File: src/design/mm4_pkg.sv
package mm4_pkg;

	localparam int DIM    = 4;
	localparam int CELLS  = DIM * DIM;
	localparam int IDX_W  = 4;
	localparam int DATA_W = 32;
	localparam int FRAC_W = 16;
	localparam int CNT_W  = (DIM > 1) ? $clog2(DIM) : 1;
	localparam int PROD_W = 2 * DATA_W;
	localparam int SHP_W  = PROD_W - FRAC_W;
	localparam int ACC_W  = SHP_W + CNT_W;

	typedef struct packed {
		logic [IDX_W-1:0]         element_index;
		logic signed [DATA_W-1:0] first_element;
		logic signed [DATA_W-1:0] second_element;
		logic                     load_done;
	} load_item_t;

	typedef struct packed {
		logic [IDX_W-1:0]         result_index;
		logic signed [DATA_W-1:0] result_element;
		logic                     saturated;
		logic                     last_result;
	} result_item_t;

	typedef struct packed {
		logic             issue;
		logic             first;
		logic             last;
		logic [IDX_W-1:0] a_addr;
		logic [IDX_W-1:0] b_addr;
		logic [IDX_W-1:0] pos;
	} ctl_cmd_t;

	typedef struct packed {
		logic advance;
		logic busy;
	} ctl_status_t;

endpackage

File: src/design/matrix4x4_multiply_engine_unit.sv
// A load beat with load_done starts a run. Each product passes the registered store
//   reads, the product register and the accumulator; sums wait at the output.
// Each result takes one shared multiply-accumulate step per k; output stalls hold
//   the run. load_ready returns once the last multiply issue has drained.
// Reset (arst_n, async, active low) clears the sequencer and valid flags; the
//   operand stores are undefined until written.
module matrix4x4_multiply_engine_unit import mm4_pkg::*; (
	input  logic         clk,
	input  logic         arst_n,
	input  logic         load_valid,
	output logic         load_ready,
	input  load_item_t   load_item,
	output logic         result_valid,
	input  logic         result_ready,
	output result_item_t result_item
);

	ctl_cmd_t    cmd;
	ctl_status_t stat;
	logic        idle;
	logic        load_accept;

	// Take load beats only while no run is in flight, so store writes never
	// race the multiply reads. A result may still wait at the output.
	assign load_ready  = idle;
	assign load_accept = load_valid && load_ready;

	// Sequencer: walks column, row and k, issuing one multiply per unstalled cycle.
	mm4_ctrl u_ctrl (
		.clk    (clk),
		.arst_n (arst_n),
		.start  (load_accept && load_item.load_done),
		.stat   (stat),
		.cmd    (cmd),
		.idle   (idle)
	);

	// Datapath: operand stores, registered reads, multiplier, accumulator,
	// saturation and the output register that parts the result side.
	mm4_datapath u_datapath (
		.clk       (clk),
		.arst_n    (arst_n),
		.wr_en     (load_accept),
		.wr_item   (load_item),
		.cmd       (cmd),
		.stat      (stat),
		.out_valid (result_valid),
		.out_ready (result_ready),
		.out_item  (result_item)
	);

endmodule

File: src/design/mm4_ctrl.sv
module mm4_ctrl import mm4_pkg::*; (
	input  logic        clk,
	input  logic        arst_n,
	input  logic        start,
	input  ctl_status_t stat,
	output ctl_cmd_t    cmd,
	output logic        idle
);

	localparam logic ST_IDLE = 1'b0;
	localparam logic ST_RUN  = 1'b1;

	logic             state_q;
	logic [CNT_W-1:0] k_q;
	logic [CNT_W-1:0] row_q;
	logic [CNT_W-1:0] col_q;
	logic             k_end;
	logic             row_end;
	logic             col_end;

	assign k_end   = (k_q == CNT_W'(DIM - 1));
	assign row_end = (row_q == CNT_W'(DIM - 1));
	assign col_end = (col_q == CNT_W'(DIM - 1));

	// Step k fastest, then row, then column: results leave in storage order.
	always_ff @(posedge clk or negedge arst_n) begin
		if (!arst_n) begin
			state_q <= ST_IDLE;
			k_q     <= '0;
			row_q   <= '0;
			col_q   <= '0;
		end else begin
			unique case (state_q)
				ST_IDLE: begin
					if (start) begin
						state_q <= ST_RUN;
						k_q     <= '0;
						row_q   <= '0;
						col_q   <= '0;
					end
				end
				ST_RUN: begin
					if (stat.advance) begin
						if (k_end) begin
							k_q <= '0;
							if (row_end) begin
								row_q <= '0;
								if (col_end) begin
									col_q   <= '0;
									state_q <= ST_IDLE;
								end else begin
									col_q <= col_q + 1'b1;
								end
							end else begin
								row_q <= row_q + 1'b1;
							end
						end else begin
							k_q <= k_q + 1'b1;
						end
					end
				end
				default: state_q <= ST_IDLE;
			endcase
		end
	end

	always_comb begin
		cmd.issue  = (state_q == ST_RUN);
		cmd.first  = (k_q == '0);
		cmd.last   = k_end;
		cmd.a_addr = IDX_W'(k_q) * IDX_W'(DIM) + IDX_W'(row_q);
		cmd.b_addr = IDX_W'(col_q) * IDX_W'(DIM) + IDX_W'(k_q);
		cmd.pos    = IDX_W'(col_q) * IDX_W'(DIM) + IDX_W'(row_q);
	end

	assign idle = (state_q == ST_IDLE) && !stat.busy;

	a_start_run: assert property (@(posedge clk) disable iff (!arst_n)
		start && state_q == ST_IDLE |=> state_q == ST_RUN && k_q == '0 && row_q == '0
			&& col_q == '0)
		else $error("run did not begin at the first element");

	a_end_run: assert property (@(posedge clk) disable iff (!arst_n)
		state_q == ST_RUN && stat.advance && k_end && row_end && col_end
			|=> state_q == ST_IDLE)
		else $error("run did not end after the last issue");

endmodule

File: src/design/mm4_datapath.sv
module mm4_datapath import mm4_pkg::*; (
	input  logic         clk,
	input  logic         arst_n,
	input  logic         wr_en,
	input  load_item_t   wr_item,
	input  ctl_cmd_t     cmd,
	output ctl_status_t  stat,
	output logic         out_valid,
	input  logic         out_ready,
	output result_item_t out_item
);

	logic [DATA_W-1:0] first_mem  [CELLS];
	logic [DATA_W-1:0] second_mem [CELLS];

	logic                     advance;
	logic                     valid_s1;
	logic                     first_s1;
	logic                     last_s1;
	logic [IDX_W-1:0]         pos_s1;
	logic signed [DATA_W-1:0] a_rd_s1;
	logic signed [DATA_W-1:0] b_rd_s1;
	logic                     valid_s2;
	logic                     first_s2;
	logic                     last_s2;
	logic [IDX_W-1:0]         pos_s2;
	logic signed [PROD_W-1:0] prod_s2;
	logic signed [ACC_W-1:0]  acc_q;
	logic signed [ACC_W-1:0]  sum;
	logic                     clip;
	logic                     out_valid_q;
	result_item_t             out_item_q;

	// Hold every stage while a result waits in the output register.
	assign advance = !out_valid_q || out_ready;

	always_ff @(posedge clk) begin
		if (wr_en && ({1'b0, wr_item.element_index} < (IDX_W + 1)'(CELLS))) begin
			first_mem[wr_item.element_index]  <= wr_item.first_element;
			second_mem[wr_item.element_index] <= wr_item.second_element;
		end
	end

	always_ff @(posedge clk) begin
		if (advance) begin
			a_rd_s1  <= first_mem[cmd.a_addr];
			b_rd_s1  <= second_mem[cmd.b_addr];
			first_s1 <= cmd.first;
			last_s1  <= cmd.last;
			pos_s1   <= cmd.pos;
			prod_s2  <= a_rd_s1 * b_rd_s1;
			first_s2 <= first_s1;
			last_s2  <= last_s1;
			pos_s2   <= pos_s1;
		end
	end

	always_ff @(posedge clk or negedge arst_n) begin
		if (!arst_n) begin
			valid_s1 <= 1'b0;
			valid_s2 <= 1'b0;
		end else if (advance) begin
			valid_s1 <= cmd.issue;
			valid_s2 <= valid_s1;
		end
	end

	// Drop the low 16 product bits (floor shift), then add to the running sum.
	always_comb begin
		sum  = (first_s2 ? '0 : acc_q) + ACC_W'($signed(prod_s2[PROD_W-1:FRAC_W]));
		clip = (sum[ACC_W-1:DATA_W-1] != '0) && (sum[ACC_W-1:DATA_W-1] != '1);
	end

	always_ff @(posedge clk) begin
		if (advance && valid_s2) begin
			acc_q <= sum;
		end
	end

	always_ff @(posedge clk or negedge arst_n) begin
		if (!arst_n) begin
			out_valid_q <= 1'b0;
		end else if (advance) begin
			out_valid_q <= valid_s2 && last_s2;
		end
	end

	always_ff @(posedge clk) begin
		if (advance && valid_s2 && last_s2) begin
			out_item_q.result_index <= pos_s2;
			out_item_q.saturated    <= clip;
			out_item_q.last_result  <= (pos_s2 == IDX_W'(CELLS - 1));
			if (clip) begin
				out_item_q.result_element <= sum[ACC_W-1] ?
					{1'b1, {(DATA_W - 1){1'b0}}} : {1'b0, {(DATA_W - 1){1'b1}}};
			end else begin
				out_item_q.result_element <= sum[DATA_W-1:0];
			end
		end
	end

	assign stat.advance = advance;
	assign stat.busy    = valid_s1 || valid_s2;
	assign out_valid    = out_valid_q;
	assign out_item     = out_item_q;

	a_capture: assert property (@(posedge clk) disable iff (!arst_n)
		valid_s2 && last_s2 && advance |=> out_valid_q)
		else $error("finished sum not captured");

	a_stall_hold: assert property (@(posedge clk) disable iff (!arst_n)
		valid_s2 && !advance |=> valid_s2 && $stable(prod_s2) && $stable(pos_s2))
		else $error("product stage moved during stall");

endmodule

File: config.mk
export PLATFORM = sky130hd
export DESIGN_NAME = matrix4x4_multiply_engine_unit
export DESIGN_NICKNAME = d
export VERILOG_FILES = /design/src/design/mm4_pkg.sv /design/src/design/matrix4x4_multiply_engine_unit.sv /design/src/design/mm4_ctrl.sv /design/src/design/mm4_datapath.sv
export SDC_FILE = /design/constraint.sdc
export NUM_CORES = 2
export LEC_CHECK = 0
export BUFFER_PORTS_ARGS = -buffer_cell sky130_fd_sc_hd__buf_4
export CAP_MARGIN = 5
export CORE_AREA = 2 2 396 398
export DETAILED_ROUTE_END_ITERATION = 16
export DIE_AREA = 0 0 398 400
export PLACE_DENSITY = 0.77
export SLEW_MARGIN = 15
export SYNTH_ARGS = -nofsm -noshare
export SYNTH_HDL_FRONTEND = slang
export SYNTH_SLANG_ARGS = --single-unit
File: constraint.sdc
create_clock -name clk -period 21.5 [get_ports clk]
set_input_delay 4.3 -clock clk [delete_from_list [all_inputs] [get_ports clk]]
set_output_delay 4.3 -clock clk [all_outputs]
set_load 0.005 [all_outputs]
# Word level (Yosys, flattened, before mapping)
# Memory sizes are Yosys's and may differ from the RTL's. A register that Yosys moved wholly into a read port is not among the register bits.
# Index checks and enable logic that the tools add are counted.
[totals] ramBits=1024 output_inout_bits=40 n_memories=2 wordCells=79 input_bits=73 ff_bits=174
[classes] n_bitwise=1 n_eq_ne=9 n_mul=1 mux=24 reduce_logical=16 addsub=7
[mem_list] name="u_datapath.first_mem" words=16 width=32 read_ports=1 rd_clocked_by_memory_dff=1 write_ports=1 line="mm4_datapath.sv:13" rtl="logic [DATA_W-1:0] first_mem [CELLS];"
[mem_list] name="u_datapath.second_mem" words=16 width=32 read_ports=1 rd_clocked_by_memory_dff=1 write_ports=1 line="mm4_datapath.sv:14" rtl="logic [DATA_W-1:0] second_mem [CELLS];"
[op_table] cell="32-bit by 32-bit multiplier with 64-bit output" count=1
[op_table] cell="32-bit two-way mux" count=2
[op_table] cell="50-bit adder" count=1
[op_table] cell="50-bit two-way mux" count=1
[op_table] cell="2-bit two-way mux" count=10
[op_table] cell="19-bit != test, second input constant" count=1
[op_table] cell="19-bit nonzero test" count=1
[op_table] cell="4-bit by 2-bit adder with 4-bit output" count=3
[op_table] cell="2-bit one-hot mux with 2 select lines" count=3
[op_table] cell="1-bit logical AND" count=7
[op_table] cell="1-bit two-way mux" count=7
[op_table] cell="2-bit by 1-bit adder with 2-bit output, second input constant" count=3
[op_table] cell="2-bit equality test, second input constant" count=3
[op_table] cell="4-bit equality test, second input constant" count=1
[op_table] cell="2-bit by 1-bit != test with 1-bit output, second input constant" count=2
[op_table] cell="2-bit != test, second input constant" count=2
[op_table] cell="4-bit AND reduction" count=1
[op_table] cell="3-bit AND reduction" count=1
[op_table] cell="1-bit zero test" count=2
[op_table] cell="2-bit zero test" count=1
[op_table] cell="1-bit logical OR" count=2
[op_table] cell="1-bit one-hot mux with 2 select lines" count=1
[op_table] cell="2-bit AND reduction" count=1
[op_table] cell="1-bit NOT" count=1

# Longest topological paths before layout
[logic_depth] word_depth=7 ltp_mapped=30 ltp_nobuf=28

# Hierarchy
# From an unflattened synthesis, not the netlist that was laid out.
[hier_totals] hier_cells=6187 hier_area_um2=85477.0
[by_module_without_submodules] module="mm4_datapath" n_inst=1 area_per_inst_um2=85019.0 cells_per_inst=6138 seq_area_each_um2=37190.7
[by_module_without_submodules] module="mm4_ctrl" n_inst=1 area_per_inst_um2=445.4 cells_per_inst=47 seq_area_each_um2=175.2
[by_module_without_submodules] module="matrix4x4_multiply_engine_unit" n_inst=1 area_per_inst_um2=12.5 cells_per_inst=2 seq_area_each_um2=0.0

# Least setup slack after synthesis
# OpenSTA, ideal clock, no wires.
[synth_path] path_type="input-to-reg" from="in result_ready" to="reg u_datapath.out_item_q, in the netlist u_datapath.out_item[0], enable pin" t_required_ns=21.107 path_slack_ns=10.650 arrival_ns=10.458 stages=5 path_buffers=1 setup_ns=0.393 path_cell_list="nand2b_1 -> clkbuf_1 -> and2_1 -> nand2_1 -> inv_1"
[synth_between] elab_chain_len=3
[synth_lines] element="start: declaration" line="matrix4x4_multiply_engine_unit.sv:14" rtl="input logic result_ready,"
[synth_lines] element="1-bit logical OR" line="mm4_datapath.sv:35" rtl="assign advance = !out_valid_q || out_ready;"
[synth_lines] element="via u_datapath.advance" line="mm4_datapath.sv:16" rtl="logic advance;"
[synth_lines] element="1-bit logical AND (2 in a row)" line="mm4_datapath.sv:89" rtl="if (advance && valid_s2 && last_s2) begin"
[synth_lines] element="end: declaration" line="mm4_datapath.sv:32" rtl="result_item_t out_item_q;"
# The timed path passes the listed nets, and every way through them passes these cells.
# A chain may end at the register's enable or synchronous reset.

# Final worst setup path
[layout_path] from="reg u_datapath.a_rd_s1[31] (read register of u_datapath.first_mem)" to="reg u_datapath.prod_s2[63] (data pin)"
[layout_between] elab_chain_len=1
[layout_lines] element="start: declaration" line="mm4_datapath.sv:21" rtl="logic signed [DATA_W-1:0] a_rd_s1;"
[layout_lines] element="32-bit by 32-bit multiplier with 64-bit output" line="mm4_datapath.sv:51" rtl="prod_s2 <= a_rd_s1 * b_rd_s1;"
[layout_lines] element="end signal: assignment" line="mm4_datapath.sv:51"
[layout_lines] element="end: declaration" line="mm4_datapath.sv:27" rtl="logic signed [PROD_W-1:0] prod_s2;"
# No other way between the ends.

==> impl_results.md <==
* CTS tree: built
* FILL cells at 11,400
* Synth top area cells: edfxtp_1 44%, fa_1 26%, mux4_2 8.5%
* Most used DFF post-synth: edfxtp_1
* # rows at 145
* TNS Setup at 0 ps
* Max incr delay on CP at 1140 ps
* Worst slew pin tran at 1200 ps
* Via-to-Cell Ratio at 5.93
* H-tree depth at 3
* TritonCTS Buffers at 118
* Hold_ws at 424 ps
* Routed WL at 208 mm
* Unrepaired setup endpoints after global routing: no
* Max-Cap Viols at 0
* Worst-Skew Late Latency at 770 ps
* Crit share post-route at 47.7%
* Syn avg cell area at 14.0 um2
* Post-synth cell types at 83
* Syn Inst Count at 6,080
* Post-DP HPWL at 132 mm
* CTS clk-pin slew, worst paths at 60 ps
* Setup Crit Path Kind: reg -> reg
* Post-synth EDFFs at 1,236
* Clk_skew at 59.4 ps
* Syn nets at 7,468
* Core Region at 155,000 um2
* Achievable Freq at 97.6 MHz
* IO Port Bufs at 112
* Mapped Area at 84,900 um2
* # DRC at 0
* Starting Density at 54.7%
* Max_slew headroom at 19.8%
* Antenna Nets Post-Route at 0
* Hold Path End: u_datapath.first_s2$_DFFE_PN_
* Vias in the first global route at 53,400
* Register area share after synthesis at 44.0%
* Initial antenna violation count at 9
* Worst-path fanout max at 32
* Share of layout cells above drive strength 1 at 12.3%
* CTS Sinks at 1,246
* Global-route wire length before repair at 322 mm
* Most frequent CP cell: fa_1
* Wirelength per Cell at 25.1 um
* Die W at 398 um
* 1st-iter DRT viols at 4,673
* Root Driver: clkbuf_16
* Reg2Reg Depth at 28
* Area leader, netlist: edfxtp_1
* Seq cells post-synth at 1,246
* Hold wc startpoint: u_datapath.first_s1$_DFFE_PN_
* Async S/R FF share, synth at 0.803%
* Grt ovf at 0
* CTS-repair resized insts at 0
* Yosys warns at 0
* CP required at 21,970 ps
* CP Capture Type: flip-flop
* DR vias at 49,100
* Largest net degree at the start of global routing at 106
* DIE HEIGHT at 400 um
* Reg-to-Reg Start: u_datapath.a_rd_s1[31]$_DFFE_PN_
* Sequential cell area at 37,400 um2
* HP Class: reg -> reg
* Placer Congestion at 0.933
* Area delta synth->final at 8.35%
* Top cell family by delay on the critical path: adder cells
* Setup Viol. Count Final at 0
* Reg-to-reg endpoint: u_datapath.prod_s2[63]$_DFFE_PN_
* Post-layout min period at 10,250 ps
* Layout Nets at 7,503
* Multi-input logic area at 42,700 um2
* Hold Vio Cnt, Final at 0
* Worst path bufs/invs at 7
* Clock Path Buffers at 3
* Hold Path Stages at 0
* Post-CTS Setup Repair Bufs at 0
* Tot GR Track Use at 26.9%
* Outcome: complete, no violations
* R2R setup slack at 11,250 ps
* Crit-path slowest cell: edfxtp_1
* Yosys top cell area share at 43.7%
* Die area at 159,000 um2
* DR pass1 iterations at 6
* Max-slew violations at 0
* IO Pins at 113
* Crit path DAT at 10,720 ps
* Setup crit start kind: flip-flop
* Hold_buf cts at 0
[placed cells by master (no fill, tap or decap), types with 11 or more instances in the layout]
master	instances
o211ai_1	12
ha_1	233
nand2b_1	26
nand4_1	23
clkinv_2	26
a31oi_1	14
a21o_1	57
inv_1	996
nand3_1	26
and3_1	11
xnor2_1	69
nor2_1	60
buf_4	219
edfxtp_1	1236
nor3_1	16
nand2_1	598
nor2_4	12
fa_1	1082
nor2b_1	94
clkinv_1	21
o21ai_0	56
a2bb2oi_1	30
clkbuf_1	26
xor2_1	30
a21oi_1	95
and2_1	511
clkbuf_16	119
bufinv_16	12
o21a_1	16
mux4_2	320
[state kept, by name (all words and copies together), names as in the netlist]
| name | flops |
|---|---|
| u_datapath.first_mem | 512 |
| u_datapath.second_mem | 512 |
| u_datapath.acc_q | 50 |
| u_datapath.prod_s2 | 48 |
| u_datapath.out_item | 38 |
| u_datapath.a_rd_s1 | 32 |
| u_datapath.b_rd_s1 | 32 |
| u_datapath.pos_s1 | 4 |
| u_datapath.pos_s2 | 4 |
| u_ctrl.col_q | 2 |
| u_ctrl.k_q | 2 |
| u_ctrl.row_q | 2 |
| u_ctrl.state_q | 1 |
| u_datapath.first_s1 | 1 |
| u_datapath.first_s2 | 1 |
| u_datapath.last_s1 | 1 |
| u_datapath.last_s2 | 1 |
| u_datapath.out_valid | 1 |
| u_datapath.valid_s1 | 1 |
| u_datapath.valid_s2 | 1 |
[cells in the mapped netlist, drive strengths merged (30+ instances only)]
| master | number |
|---|---|
| a21o | 57 |
| xnor2 | 70 |
| and2 | 513 |
| clkbuf | 266 |
| nor2 | 72 |
| mux4 | 320 |
| a21oi | 97 |
| nand2 | 598 |
| fa | 1082 |
| a2bb2oi | 30 |
| inv | 998 |
| o21ai | 63 |
| xor2 | 30 |
| buf | 39 |
| edfxtp | 1236 |
| nor2b | 95 |
| ha | 233 |
[stage by stage]
stage | utilization (%) | cells | setup slack [ps] | area (um2)
global route | 59.3 | 8274 | 10650 | 91900
finish | 59.3 | 8276 | 11250 | 91900
detailed placement | 56.8 | 8053 | 11380 | 88000
CTS | 59.3 | 8271 | 11340 | 91900
floorplan | - | 6080 | 10650 | 84900
global placement | 56.8 | 8053 | 11730 | 88000
[cell type report]
cell class | count | share of cell area (%)
antenna | 5 | 0.0136
clock buffer | 147 | 3.37
clock inverter | 71 | 0.861
inverter | 998 | 4.07
multi-input combinational | 3531 | 46.4
sequential | 1246 | 40.7
tap | 2058 | 2.80
timing repair buffer | 220 | 1.81
[worst max path at each step]
stage,from,endpoint,slack [ps],depth (start not counted)
CTS,u_datapath.a_rd_s1[31]$_DFFE_PN_,u_datapath.prod_s2[63]$_DFFE_PN_,11340,28
detailed placement,u_datapath.a_rd_s1[31]$_DFFE_PN_,u_datapath.prod_s2[63]$_DFFE_PN_,11380,28
global placement,u_datapath.a_rd_s1[31]$_DFFE_PN_,u_datapath.prod_s2[63]$_DFFE_PN_,11730,28
floorplan,result_ready,u_datapath.out_item[0]$_DFFE_PP_,10650,5
global route,u_datapath.a_rd_s1[31]$_DFFE_PN_,u_datapath.prod_s2[63]$_DFFE_PN_,10650,28
finish,u_datapath.a_rd_s1[31]$_DFFE_PN_,u_datapath.prod_s2[63]$_DFFE_PN_,11250,28
[worst register-to-register path, delay by kind of cell (launching register included)]
family / cells / cell delay, ps
xor+xnor: 1 / 80
flops: 1 / 1140
fa+ha+maj: 9 / 4710
compound gates: 8 / 2200
buf+inv: 7 / 1230
simple gates: 3 / 610
[logic make-up after synthesis]
| family | Yosys count | synth area share (%) |
|---|---|---|
| fa+ha+maj | 1315 | 29.0 |
| buf+inv | 1303 | 5.83 |
| compound gates | 372 | 3.03 |
| simple gates | 1419 | 8.55 |
| xor+xnor | 100 | 1.03 |
| flops | 1246 | 44.0 |
| mux | 325 | 8.56 |
[routing by layer]
metal  global-route usage, %  wire (um)  up-vias
li1                        -          -    20300
met1                    36.0      79600    25500
met2                    44.1     101000     2728
met3                    6.31      20700      487
met4                    8.02       6190       12
met5                       0         83        -
Power is not shown: default switching activity piles up to over one toggle a cycle in this logic, so the estimate is an artifact.
